File: src/rtl/rlepid_pkg.sv
// ----------------------------------------------------------------------------
// rlepid_pkg
// Types and constants shared by the run-length pixel image decoder modules.
// ----------------------------------------------------------------------------
package rlepid_pkg;

   // Parser phase; codes that are never entered act as control-byte wait
   typedef enum logic [2:0] {
      PH_HEADER  = 3'd0,
      PH_CONTROL = 3'd1,
      PH_PIXLO   = 3'd2,
      PH_PIXHI   = 3'd3
   } phase_type;

   // Result kinds
   localparam logic KIND_HEADER = 1'b0;
   localparam logic KIND_PIXEL  = 1'b1;

   // Header byte positions
   localparam logic [1:0] HDR_WIDTH_LO  = 2'd0;
   localparam logic [1:0] HDR_WIDTH_HI  = 2'd1;
   localparam logic [1:0] HDR_HEIGHT_LO = 2'd2;
   localparam logic [1:0] HDR_HEIGHT_HI = 2'd3;

   // Control byte fields
   localparam int unsigned RUN_REPEAT_BIT = 7;
   localparam logic [7:0]  RUN_LEN_MASK   = 8'h7F;
   localparam int unsigned ORDER_BIT      = 7;   // bit 15 of height, in high byte

   // One input item
   typedef struct packed {
      logic [7:0] data_byte;
      logic       frame_start;
   } item_type;

   // One result item
   typedef struct packed {
      logic        kind;
      logic [15:0] pixel;
      logic [7:0]  repeat_res;
      logic [15:0] width;
      logic [14:0] height;
      logic        flip_rows;
   } result_type;

endpackage

File: src/rtl/rlepid_in_stage.sv
// ----------------------------------------------------------------------------
// rlepid_in_stage
// Input register: captures one byte item and holds it until the parser
// consumes it.
// ----------------------------------------------------------------------------
module rlepid_in_stage (
   input  logic                 clock,
   input  logic                 reset,
   input  logic                 req_valid,
   output logic                 req_ready,
   input  rlepid_pkg::item_type req_item,
   output logic                 item_valid,
   output rlepid_pkg::item_type item,
   input  logic                 item_take
);

   logic                 valid_ff, valid_in;
   rlepid_pkg::item_type item_ff;

   // Accept when empty or when the held item leaves this cycle
   assign req_ready = !valid_ff || item_take;

   always_comb begin
      valid_in = valid_ff;
      if (req_valid && req_ready) begin
         valid_in = 1'b1;
      end else if (item_take) begin
         valid_in = 1'b0;
      end
   end

   always_ff @(posedge clock) begin
      if (reset) begin
         valid_ff <= 1'b0;
      end else begin
         valid_ff <= valid_in;
      end
   end

   // Load payload on accept
   always_ff @(posedge clock) begin
      if (req_valid && req_ready) begin
         item_ff <= req_item;
      end
   end

   assign item_valid = valid_ff;
   assign item       = item_ff;

endmodule

File: src/rtl/rlepid_parser.sv
// ----------------------------------------------------------------------------
// rlepid_parser
// Header and run parser: one byte per cycle while its result can be stored;
// updates the parse state and forms at most one result for the output register.
// ----------------------------------------------------------------------------
module rlepid_parser (
   input  logic                   clock,
   input  logic                   reset,
   input  logic                   item_valid,
   input  rlepid_pkg::item_type   item,
   output logic                   item_take,
   input  logic                   out_ready,
   output logic                   res_valid,
   output rlepid_pkg::result_type res
);

   rlepid_pkg::phase_type phase_ff, phase_in, phase_eff;
   logic [1:0]            hcount_ff, hcount_in, hcount_eff;
   logic [7:0]            run_left_ff, run_left_in, run_left_eff;
   logic                  run_rep_ff, run_rep_in, run_rep_eff;
   logic [7:0]            low_hold_ff, low_hold_in;
   logic [15:0]           width_hold_ff, width_hold_in;
   logic [7:0]            hlow_hold_ff, hlow_hold_in;
   logic [7:0]            b;
   logic [7:0]            run_left_dec;

   assign b            = item.data_byte;
   assign run_left_dec = run_left_eff - 8'd1;

   // Frame start drops the run in progress and restarts the header
   always_comb begin
      phase_eff    = phase_ff;
      hcount_eff   = hcount_ff;
      run_left_eff = run_left_ff;
      run_rep_eff  = run_rep_ff;
      if (item.frame_start) begin
         phase_eff    = rlepid_pkg::PH_HEADER;
         hcount_eff   = rlepid_pkg::HDR_WIDTH_LO;
         run_left_eff = 8'd0;
         run_rep_eff  = 1'b0;
      end
   end

   // Decode the byte and compute next state and result
   always_comb begin
      phase_in      = phase_eff;
      hcount_in     = hcount_eff;
      run_left_in   = run_left_eff;
      run_rep_in    = run_rep_eff;
      low_hold_in   = low_hold_ff;
      width_hold_in = width_hold_ff;
      hlow_hold_in  = hlow_hold_ff;
      res_valid     = 1'b0;
      res           = '0;
      unique case (phase_eff)
         rlepid_pkg::PH_HEADER: begin
            unique case (hcount_eff)
               rlepid_pkg::HDR_WIDTH_LO: begin
                  width_hold_in = {8'd0, b};
                  hcount_in     = rlepid_pkg::HDR_WIDTH_HI;
               end
               rlepid_pkg::HDR_WIDTH_HI: begin
                  width_hold_in = {b, width_hold_ff[7:0]};
                  hcount_in     = rlepid_pkg::HDR_HEIGHT_LO;
               end
               rlepid_pkg::HDR_HEIGHT_LO: begin
                  hlow_hold_in = b;
                  hcount_in    = rlepid_pkg::HDR_HEIGHT_HI;
               end
               default: begin
                  res_valid     = 1'b1;
                  res.kind      = rlepid_pkg::KIND_HEADER;
                  res.width     = width_hold_ff;
                  res.height    = {b[6:0], hlow_hold_ff};
                  res.flip_rows = !b[rlepid_pkg::ORDER_BIT];
                  hcount_in     = rlepid_pkg::HDR_WIDTH_LO;
                  phase_in      = rlepid_pkg::PH_CONTROL;
               end
            endcase
         end
         rlepid_pkg::PH_PIXLO: begin
            low_hold_in = b;
            phase_in    = rlepid_pkg::PH_PIXHI;
         end
         rlepid_pkg::PH_PIXHI: begin
            res_valid = 1'b1;
            res.kind  = rlepid_pkg::KIND_PIXEL;
            res.pixel = {b, low_hold_ff};
            if (run_rep_eff) begin
               res.repeat_res = run_left_eff;
               run_left_in    = 8'd0;
               phase_in       = rlepid_pkg::PH_CONTROL;
            end else begin
               res.repeat_res = 8'd1;
               run_left_in    = run_left_dec;
               phase_in       = (run_left_dec == 8'd0) ? rlepid_pkg::PH_CONTROL
                                                       : rlepid_pkg::PH_PIXLO;
            end
         end
         default: begin
            // control byte, also any unused phase code
            run_rep_in  = b[rlepid_pkg::RUN_REPEAT_BIT];
            run_left_in = (b & rlepid_pkg::RUN_LEN_MASK) + 8'd1;
            phase_in    = rlepid_pkg::PH_PIXLO;
         end
      endcase
   end

   // Consume the byte unless its result cannot be stored yet
   assign item_take = item_valid && (!res_valid || out_ready);

   always_ff @(posedge clock) begin
      if (reset) begin
         phase_ff      <= rlepid_pkg::PH_HEADER;
         hcount_ff     <= rlepid_pkg::HDR_WIDTH_LO;
         run_left_ff   <= 8'd0;
         run_rep_ff    <= 1'b0;
         low_hold_ff   <= 8'd0;
         width_hold_ff <= 16'd0;
         hlow_hold_ff  <= 8'd0;
      end else if (item_take) begin
         phase_ff      <= phase_in;
         hcount_ff     <= hcount_in;
         run_left_ff   <= run_left_in;
         run_rep_ff    <= run_rep_in;
         low_hold_ff   <= low_hold_in;
         width_hold_ff <= width_hold_in;
         hlow_hold_ff  <= hlow_hold_in;
      end
   end

   // A header result always hands over to control-byte parsing
   a_header_to_control: assert property (@(posedge clock) disable iff (reset)
      item_take && res_valid && res.kind == rlepid_pkg::KIND_HEADER
      |=> phase_ff == rlepid_pkg::PH_CONTROL)
      else $error("header result did not move to control phase");

   // A frame start byte is always taken as the first header byte
   a_frame_start_restart: assert property (@(posedge clock) disable iff (reset)
      item_take && item.frame_start
      |=> phase_ff == rlepid_pkg::PH_HEADER && hcount_ff == rlepid_pkg::HDR_WIDTH_HI)
      else $error("frame start did not restart header parsing");

   // Pixel results never carry a zero repeat count
   a_pixel_repeat_nonzero: assert property (@(posedge clock) disable iff (reset)
      item_take && res_valid && res.kind == rlepid_pkg::KIND_PIXEL
      |-> res.repeat_res != 8'd0)
      else $error("pixel result with zero repeat count");

endmodule

File: src/rtl/rlepid_out_stage.sv
// ----------------------------------------------------------------------------
// rlepid_out_stage
// Result register: holds one result until the receiver takes it.
// ----------------------------------------------------------------------------
module rlepid_out_stage (
   input  logic                   clock,
   input  logic                   reset,
   input  logic                   load,
   input  rlepid_pkg::result_type res,
   output logic                   out_ready,
   output logic                   rsp_valid,
   input  logic                   rsp_ready,
   output rlepid_pkg::result_type rsp_res
);

   logic                   valid_ff, valid_in;
   rlepid_pkg::result_type res_ff;

   // Room when empty or when the held result leaves this cycle
   assign out_ready = !valid_ff || rsp_ready;

   always_comb begin
      valid_in = valid_ff;
      if (load) begin
         valid_in = 1'b1;
      end else if (rsp_ready) begin
         valid_in = 1'b0;
      end
   end

   always_ff @(posedge clock) begin
      if (reset) begin
         valid_ff <= 1'b0;
      end else begin
         valid_ff <= valid_in;
      end
   end

   always_ff @(posedge clock) begin
      if (load) begin
         res_ff <= res;
      end
   end

   assign rsp_valid = valid_ff;
   assign rsp_res   = res_ff;

endmodule

File: src/rtl/rle_pixel_image_decoder.sv
// ----------------------------------------------------------------------------
// rle_pixel_image_decoder
// Run-length image decoder for 16-bit pixels, one file byte per item.
// ----------------------------------------------------------------------------
// Usage:
//   The req_ channel carries the compressed file one byte per item;
//   req_frame_start marks the first header byte of an image. The four header
//   bytes give one header result (rsp_kind 0) with width, height and
//   flip_rows. Each later pixel gives one pixel result (rsp_kind 1) with its
//   value and repeat count; control bytes and low pixel bytes give none.
//   A byte goes from the input register through the parser into the result
//   register, which drives rsp_. Throughput: one byte per cycle unless a
//   byte with a result waits behind the full result register; the parser
//   sits between the input register and the result register.
//   Reset empties both registers and starts parsing at header byte zero.
//   When the receiver stalls, the result register holds; the parser still
//   consumes bytes that give no result, and req_ready drops only once a byte
//   with a result is waiting behind the full result register.
// ----------------------------------------------------------------------------
module rle_pixel_image_decoder (
   input  logic        clock,
   input  logic        reset,
   input  logic        req_valid,
   output logic        req_ready,
   input  logic [7:0]  req_data_byte,
   input  logic        req_frame_start,
   output logic        rsp_valid,
   input  logic        rsp_ready,
   output logic        rsp_kind,
   output logic [15:0] rsp_pixel,
   output logic [7:0]  rsp_repeat_res,
   output logic [15:0] rsp_width,
   output logic [14:0] rsp_height,
   output logic        rsp_flip_rows
);

   rlepid_pkg::item_type   req_item, item;
   rlepid_pkg::result_type res, rsp_res;
   logic                   item_valid, item_take, out_ready, res_valid;

   assign req_item.data_byte   = req_data_byte;
   assign req_item.frame_start = req_frame_start;

   rlepid_in_stage u_in_stage (
      .clock      (clock),
      .reset      (reset),
      .req_valid  (req_valid),
      .req_ready  (req_ready),
      .req_item   (req_item),
      .item_valid (item_valid),
      .item       (item),
      .item_take  (item_take)
   );

   rlepid_parser u_parser (
      .clock      (clock),
      .reset      (reset),
      .item_valid (item_valid),
      .item       (item),
      .item_take  (item_take),
      .out_ready  (out_ready),
      .res_valid  (res_valid),
      .res        (res)
   );

   rlepid_out_stage u_out_stage (
      .clock     (clock),
      .reset     (reset),
      .load      (item_take && res_valid),
      .res       (res),
      .out_ready (out_ready),
      .rsp_valid (rsp_valid),
      .rsp_ready (rsp_ready),
      .rsp_res   (rsp_res)
   );

   assign rsp_kind       = rsp_res.kind;
   assign rsp_pixel      = rsp_res.pixel;
   assign rsp_repeat_res = rsp_res.repeat_res;
   assign rsp_width      = rsp_res.width;
   assign rsp_height     = rsp_res.height;
   assign rsp_flip_rows  = rsp_res.flip_rows;

endmodule
File: config.mk
export PLATFORM = sky130hd
export DESIGN_NAME = rle_pixel_image_decoder
export DESIGN_NICKNAME = d
export VERILOG_FILES = /design/src/rtl/rlepid_pkg.sv /design/src/rtl/rlepid_in_stage.sv /design/src/rtl/rlepid_parser.sv /design/src/rtl/rlepid_out_stage.sv /design/src/rtl/rle_pixel_image_decoder.sv
export SDC_FILE = /design/constraint.sdc
export NUM_CORES = 1
export LEC_CHECK = 0
export BUFFER_PORTS_ARGS = -buffer_cell sky130_fd_sc_hd__buf_4
export CORE_MARGIN = 2
export CORE_UTILIZATION = 35
export CTS_CLUSTER_DIAMETER = 200
export DETAILED_ROUTE_END_ITERATION = 6
export SLEW_MARGIN = 25
export SYNTH_ARGS = -nofsm -noshare
export SYNTH_HDL_FRONTEND = slang
export SYNTH_SLANG_ARGS = --single-unit
File: constraint.sdc
create_clock -name clock -period 5.42 [get_ports clock]
set_input_delay 0.813 -clock clock [delete_from_list [all_inputs] [get_ports clock]]
set_output_delay 0.813 -clock clock [all_outputs]
set_load 0.02 [all_outputs]
# Yosys cells after proc, flatten, opt, wreduce, memory -nomap -nowiden
# Index checks and enable logic that the tools add are counted.
# word_totals
reg_bits	114
output_inout_bits	59
# op_classes
n_mux	22
bitwise	2
reduce_logical	25
addsub	2
eq_ne	4
# ops
operator	count
$pmux 16 s2	1
$mux 8	2
$pmux 8 s2	1
$mux 1	9
$mux 3	3
$pmux 3 s3	1
$add 7x1->8 const B	1
$logic_not 8->1	1
$sub 8x1->8 const B	1
$eq 3x2->1 const B	2
$mux 2	3
$pmux 2 s3	1
$reduce_and 3->1	2
$reduce_bool 2->1	3
$reduce_or 3->1	2
$logic_not 1->1	4
$reduce_and 2->1	2
$reduce_and 4->1	1
$reduce_or 4->1	1
$logic_and 1x1->1	3
$logic_not 3->1	1
$logic_or 1x1->1	3
$eq 2x1->1 const B	1
$eq 2x2->1 const B	1
4 further kinds	5

# Longest topological paths before layout
# Gate-level depths: netlist of the first run.
# depth
depth_word	11
depth_mapped	10
depth_no_buf	9

# Hierarchy
# From an unflattened synthesis of the first run, not the netlist that was laid out.
# unflattened
hier_cells	413
area_unflattened_um2	4784.6
# modules_own_cells
mod	n_inst	seq_area_each_um2	cells_per_inst	area_each_um2
rlepid_parser	1	920.9	337	2695.1
rlepid_out_stage	1	1731.7	61	1757.9
rlepid_in_stage	1	290.3	14	325.3
rle_pixel_image_decoder	1	0.0	1	6.3

# Worst setup path after synthesis of the first run
# No wires, ideal clock.
# synth_path
path_type	register to register
startpoint	reg u_in_stage.item_ff (netlist bit u_in_stage.item[0])
endpoint	reg u_out_stage.res_ff (netlist bit u_out_stage.rsp_res[0]), enable pin
slack_ns	1.998
t_required_ns	4.999
setup_time_ns	0.421
path_stages_with_launch	8
t_arrival_ns	3.001
period_less_slack_ns	3.422
cell_sequence	edfxtp_1 -> inv_1 -> nand2_1 -> inv_2 -> ha_1 -> nor4b_1 -> a211o_1 -> and3_1
# synth_via
elab_chain_len	9
word_cells_on_any_way	14
classes_between	eq/ne (3); mux (4); reduce/logical (7)
# synth_lines
item	line_no	text
from (decl)	rlepid_in_stage.sv:18	rlepid_pkg::item_type item_ff;
from (signal assigned)	rlepid_in_stage.sv:43	item_ff <= req_item;
$mux 2	rlepid_parser.sv:36	if (item.frame_start) begin
$eq 2x1->1 (tied with other cells)	rlepid_parser.sv:57	unique case (hcount_eff)
$reduce_or 3->1 (no line)	n/a	
$mux 1	rlepid_parser.sv:57	
$pmux 1 s2 (*)	rlepid_parser.sv:55	unique case (phase_eff)
$logic_not 1->1	rlepid_parser.sv:110	assign item_take = item_valid && (!res_valid || out_ready);
$logic_or 1x1->1	rlepid_parser.sv:110	
$logic_and 1x1->1	rlepid_parser.sv:110	
$logic_and 1x1->1 (*)	rle_pixel_image_decoder.sv:69	.load (item_take && res_valid),
via u_out_stage.load	rlepid_out_stage.sv:8	input logic load,
to (signal assigned)	rlepid_out_stage.sv:41	res_ff <= res;
to (decl)	rlepid_out_stage.sv:17	rlepid_pkg::result_type res_ff;
# The timed path passes the listed nets; every way through them passes the cells marked *.
# A chain may end at the register's enable or synchronous reset.

# Worst setup path after layout of the first run
# layout_path
startpoint	reg u_in_stage.item_ff (netlist bit u_in_stage.item[0])
endpoint	out req_ready
# layout_via
elab_chain_len	9
word_cells_on_any_way	14
classes_between	eq/ne (3); mux (4); reduce/logical (7)
# layout_lines
item	line_no	text
$mux 2	rlepid_parser.sv:36	
$eq 2x1->1 (tied with other cells)	rlepid_parser.sv:57	
$reduce_or 3->1 (no line)	n/a	
$mux 1	rlepid_parser.sv:57	
$pmux 1 s2 (*)	rlepid_parser.sv:55	
$logic_not 1->1 (*)	rlepid_parser.sv:110	
$logic_or 1x1->1 (*)	rlepid_parser.sv:110	
$logic_and 1x1->1 (*)	rlepid_parser.sv:110	
$logic_or 1x1->1 (*)	rlepid_in_stage.sv:21	assign req_ready = !valid_ff || item_take;
to (decl)	rle_pixel_image_decoder.sv:24	output logic req_ready,
# Mark *: on every way between the ends. The rest lies on a longest branch, timed or not.

==> flow_metrics.py, run 1 <==
metrics = {
    "power_and_ir_drop": {
        "power.leakage_uw": 0.00240,
        "p_per_area_nw_per_um2": 346,
        "peakVddDrop_uv": 196,
    },
    "yosys": {
        "yosys_register_bits": 114,
        "yosysWarnings": 0,
        "mappedNetlistNets": 444,
        "syn_area_um2": 4940,
        "synth-main-ff-cell": "edfxtp_1",
        "synth_area_per_cell_um2": 11.7,
        "yosysSeqAreaShare_pct": 59.6,
        "yosys-top-cells-area": "edfxtp_1 40%, dfxtp_1 19%, and2_1 6.1%, mux2i_1 3.6%, nor2_1 2.7%",
        "synthDominantCellAreaShare_pct": 40.1,
        "ys_types": 52,
        "synthCells": 423,
        "synth_edf_count": 66,
        "ys_async_sr_fraction_pct": 0,
        "yosys.area.top_type": "edfxtp_1",
    },
    "cts": {
        "ctsResizeCount": 0,
        "h-tree-depth": 4,
        "cts_sinks": 114,
        "clock_path_buffers": 2,
        "cts_hold_buf": 0,
        "cts-root-buf": "clkbuf_16",
        "tritoncts": "built",
        "clkLatencyLatePin_ns": 0.42,
        "cts_setup_buffers": 0,
        "cts_inserted_buffers": 17,
        "clk_pin_slew_worst_paths_ns": 0.06,
    },
    "sta": {
        "fin_crit_sh_pct": 71.8,
        "setup_viol": 0,
        "max_slew.worst_pin.slew_ns": 0.912,
        "fmax_ghz": 0.257,
        "min_period_ns": 3.89,
        "setup_tns_ns": 0,
        "maxSlewHeadroom_pct": 38.9,
        "drv_slew": 0,
        "fin_skew_ns": 0.0124,
        "rsz0062_at_grt": "false",
        "finalHoldViolCount": 0,
    },
    "placement": {
        "place.gp.congestion": 0.860,
        "dp_hpwl_um": 6980,
        "numPortBuffers": 71,
    },
    "grt": {
        "grt_pass1_vias": 3292,
        "grt_pass1_wl_um": 17200,
        "overflow": 0,
        "antenna_found_initial": 0,
        "grt_usage_pct": 15.4,
        "grt_max_degree": 47,
    },
    "final_layout": {
        "multi_input_area_um2": 1840,
        "layout_commonest_cell": "buf_4",
        "finish.utilization_pct": 44.8,
        "mostFrequentLayoutCells": "73 x buf_4, 66 x edfxtp_1, 48 x and2_1, 48 x dfxtp_1, 35 x nor2_1",
        "layout-drive-gt1-share_pct": 26.1,
        "ff_latch_area_um2": 2940,
        "area_growth_pct": 25.3,
        "antenna_cells": 0,
        "layout.nets": 509,
        "fillers": 1272,
    },
    "routing": {
        "drt_wl_total_um": 10900,
        "first_iter_violations": 246,
        "avgViaCountPerCell": 4.97,
        "vias": 3387,
        "avgRoutedWirePerCell_um": 16.0,
        "ant_nets": 0,
        "firstDrtPassIters": 5,
        "drc": 0,
    },
    "critical_path": {
        "cp_max_fo": 16,
        "reg2reg_depth": 8,
        "crit_type": "flip-flop to output port",
        "crit_path_start_kind": "flip-flop",
        "r2r-end": "u_out_stage.rsp_res[10]",
        "r2r-start": "u_in_stage.item[0]",
        "crit_required_ns": 4.61,
        "r2r_slack_ns": 1.78,
        "cp.arrival_ns": 3.08,
        "crit_path_end_kind": "output port",
    },
    "die": {
        "chipHeight_um": 123,
        "core_um2": 13800,
        "die_area_um2": 15100,
        "std_cell_rows": 43,
        "initial_utilization_pct": 35.7,
        "die_x_um": 123,
        "pin_count": 72,
    },
    "hold_path": {
        "min-delay-start": "u_parser.width_hold_ff[15]",
        "hold_class": "flip-flop to flip-flop",
        "min_to": "u_parser.width_hold_ff[15]",
        "hold_depth": 2,
    },
    "status": {
        "status": "finished, final reports clean",
    },
    "run": {
        "max_cap_viol_count": 0,
    },
}
-- worst max path at each step --
stage / from / endpoint
after floorplan: u_in_stage.item[0] / u_out_stage.rsp_res[0]
after global placement: u_in_stage.item[0] / u_out_stage.rsp_res[54]
after detailed placement: u_in_stage.item[0] / u_out_stage.rsp_res[51]
after CTS: u_in_stage.item[0] / req_ready
after global routing: u_in_stage.item[0] / req_ready
final: u_in_stage.item[0] / req_ready
-- critical path: stages, from the launching register on --
cell and delay, ns:
edfxtp_1 0.62, inv_1 0.34, nand2_1 0.19, inv_2 0.13, ha_1 0.23, nor4b_1 0.43
a211o_1 0.18, nand2_1 0.07, or2_2 0.30, buf_4 0.16
-- metrics by stage --
| stage | hold WS (ns) | total power (uW) | cells | worst slack (ns) | cell area, um2 |
|---|---|---|---|---|---|
| after floorplan | 0.441 | 1010 | 423 | 2.00 | 4940 |
| after global placement | 0.452 | 1040 | 649 | 2.01 | 5590 |
| after detailed placement | 0.455 | 1050 | 649 | 1.79 | 5600 |
| after CTS | 0.464 | 2160 | 681 | 1.56 | 6190 |
| after global routing | 0.479 | 2200 | 681 | 1.33 | 6190 |
| final | 0.463 | 2140 | 681 | 1.53 | 6190 |
-- power breakdown --
group	internal [uW]	switching (uW)	leakage, uW
Combinational	32.6	45.0	0.00110
Clock	716	396	0.000277
Sequential	922	28.5	0.00102
-- logic make-up after synthesis --
family          after synthesis  synth area share, %
simple gates                171                 21.0
flops                       114                 59.6
compound gates               69                 9.38
buf+inv                      38                 3.47
mux                          18                 3.65
fa+ha+maj                     8                 2.03
xor+xnor                      5                0.887
-- cell type report --
type	count	share of cell area [%]
tap	180	3.64
sequential	114	47.6
timing repair buffer	73	8.86
clock inverter	15	2.71
multi-input combinational	271	29.7
inverter	11	0.667
clock buffer	17	6.87
-- synth_stat cells, types with 8 or more instances --
cell	instances
a21oi_2	8
inv_1	9
a21oi_1	25
nand3_1	15
mux2i_1	18
and3_1	8
nand2_1	8
nand2b_1	19
nor2_1	35
nand3b_2	8
o21ai_0	9
edfxtp_1	66
ha_1	8
clkbuf_1	20
dfxtp_1	48
and2_1	48
-- flip-flops by register name (all words and copies together) (netlist names) --
register and flops:
u_out_stage.rsp_valid 1, u_parser.low_hold_ff 8, u_parser.phase_ff 3, u_parser.width_hold_ff 16
u_parser.hlow_hold_ff 8, u_parser.run_rep_ff 1, u_parser.run_left_ff 8, u_parser.hcount_ff 2
u_in_stage.item_valid 1, u_out_stage.rsp_res 57, u_in_stage.item 9
-- layer usage --
| metal | vias up | GRT usage, % | wire [um] |
|---|---|---|---|
| li1 | 1635 | - | - |
| met1 | 1615 | 21.1 | 5080 |
| met4 | 0 | 7.47 | 230 |
| met2 | 116 | 22.4 | 4900 |
| met3 | 21 | 4.23 | 703 |
| met5 | - | 0 | 0 |
No activity file was read; power rests on OpenSTA's default activity.
==> run 2, diff against run 1 <==
- clock period: 5.42 -> 4.1 ns (I/O delays scaled with it)
==> flow_metrics.py, run 2 (synthesized netlist as in run 1, its figures left out) <==
metrics = {
    "sta": {
        "finalHoldViolCount": 0,
        "fin_skew_ns": 0.0182,
        "hold_ws_ns": 0.368,
        "max_slew.worst_pin.slew_ns": 0.889,
        "rsz0062_at_grt": "false",
        "fin_crit_sh_pct": 90.5,
        "setup_viol": 0,
        "min_period_ns": 3.71,
        "setup_tns_ns": 0,
        "fmax_ghz": 0.270,
        "drv_slew": 0,
        "maxSlewHeadroom_pct": 40.5,
    },
    "placement": {
        "numPortBuffers": 71,
        "place.gp.congestion": 0.853,
        "dp_hpwl_um": 6960,
        "place_inst": 650,
        "place_area_um2": 5610,
    },
    "grt": {
        "grt_usage_pct": 15.4,
        "overflow": 0,
        "grt_max_degree": 47,
        "grt_pass1_wl_um": 17200,
        "grt_pass1_vias": 3280,
        "antenna_found_initial": 0,
    },
    "routing": {
        "firstDrtPassIters": 5,
        "drc": 0,
        "first_iter_violations": 251,
        "drt_wl_total_um": 10900,
        "ant_nets": 0,
        "avgRoutedWirePerCell_um": 16.0,
        "vias": 3384,
        "avgViaCountPerCell": 4.96,
    },
    "run": {
        "max_cap_viol_count": 0,
    },
    "critical_path": {
        "crit_required_ns": 3.48,
        "cp.arrival_ns": 3.09,
        "crit_type": "flip-flop to output port",
        "crit_path_end_kind": "output port",
        "cp_slowest_cell": "edfxtp_1",
        "cp_max_fo": 16,
        "cp_cell_sequence": "inv_1, nand2_1, inv_1, ha_1, nor4b_1, a211o_1, nand2_1, or2_2, buf_4",
        "slowest_delay_ns": 0.61,
        "crit_path_start_kind": "flip-flop",
    },
    "cts": {
        "ctsResizeCount": 0,
        "clkLatencyLatePin_ns": 0.42,
        "h-tree-depth": 4,
        "cts_inserted_buffers": 17,
        "clock_path_buffers": 2,
        "tritoncts": "built",
        "cts-root-buf": "clkbuf_16",
        "cts_setup_buffers": 0,
        "cts_sinks": 114,
        "cts_hold_buf": 0,
        "clk_pin_slew_worst_paths_ns": 0.06,
    },
    "die": {
        "core_um2": 13800,
        "pin_count": 72,
        "chipHeight_um": 123,
        "die_area_um2": 15100,
        "initial_utilization_pct": 35.7,
        "die_x_um": 123,
        "std_cell_rows": 43,
    },
    "final_layout": {
        "stdcell_area_um2": 6160,
        "layout.nets": 510,
        "mostFrequentLayoutCells": "73 x buf_4, 66 x edfxtp_1, 48 x and2_1, 48 x dfxtp_1, 35 x nor2_1",
        "layout_commonest_cell": "buf_4",
        "antenna_cells": 0,
        "layout-drive-gt1-share_pct": 25.9,
        "area_growth_pct": 24.7,
        "final_cells": 682,
        "largest_reg_flops": 57,
    },
    "power_and_ir_drop": {
        "pwr-share-comb_pct": 3.8,
        "pwr-share-clk_pct": 49.9,
        "power.leakage_uw": 0.00240,
        "peakVddDrop_uv": 174,
        "sequentialPowerShare_pct": 46.4,
        "p_int_uw": 2130,
        "power.switching_uw": 582,
        "p_total_uw": 2710,
        "swShare_pct": 21.5,
        "p_per_area_nw_per_um2": 440,
    },
    "hold_path": {
        "hold_class": "input pin to flip-flop",
    },
    "status": {
        "status": "finished, final reports clean",
    },
}
## run 2: cell count changes in the layout (fill, tap and decap cells not counted)
cell	previous run	this run
clkbuf_8	0	6
clkbuf_1	0	5
bufinv_16	3	0
clkinv_1	3	0
clkinv_4	3	0
clkinvlp_4	4	1
buf_12	0	1
inv_4	0	1
nor4b_2	0	1
nor4b_4	2	1
## run 2: through the flow
| step | setup slack (ns) | utilization, % |
|---|---|---|
| floorplan | 0.678 | - |
| global placement | 1.03 | 40.5 |
| detailed placement | 0.858 | 40.5 |
| CTS | 0.408 | 44.5 |
| global route | 0.217 | 44.5 |
| finish | 0.391 | 44.5 |
## run 2: worst paths after layout
path	from	end	slack (ns)	depth (start not counted)
min	req_data_byte[3]	u_in_stage.item[4]	0.37	1
min reg2reg	u_parser.width_hold_ff[15]	u_parser.width_hold_ff[15]	0.46	2
max	u_in_stage.item[0]	req_ready	0.39	9
max reg2reg	u_in_stage.item[0]	u_out_stage.rsp_res[47]	0.81	8
## run 2: per-layer routing
metal  global-route usage [%]  vias to the layer above  wire length [um]  part of all wire (%)
met2                     21.9                      123              4850                    44
li1                         -                     1636                 -                     -
met1                     21.8                     1603              5290                    49
met4                     7.69                        0               221                   2.0
met3                     3.67                       22               542                   5.0
met5                        0                        -                 0                     0
## run 2: layout make-up
cell class	count	area, um2
Fill cell	1297	7670
Sequential cell	114	2940
Multi-Input combinational cell	271	1830
Timing Repair Buffer	74	568
Clock buffer	28	527
Tap cell	180	225
Inverter	11	41.3
Clock inverter	4	23.8
## run 2: worst max-delay path, delay by kind of cell, from the launching register on
kind	cells	cell delay, ns
AO/OA/AOI/OAI	1	0.19
buffers and inverters	3	0.62
flip-flops	1	0.61
AND/OR/NAND/NOR	4	1.02
adder cells (fa/ha/maj)	1	0.23
## run 2: power by group through the flow
stage	combinational, uW	clock [uW]	sequential (uW)
after floorplan	90.4	0	1250
after global placement	100	0	1280
after detailed placement	102	0	1280
after CTS	102	1380	1260
after global routing	114	1430	1260
final	102	1350	1260
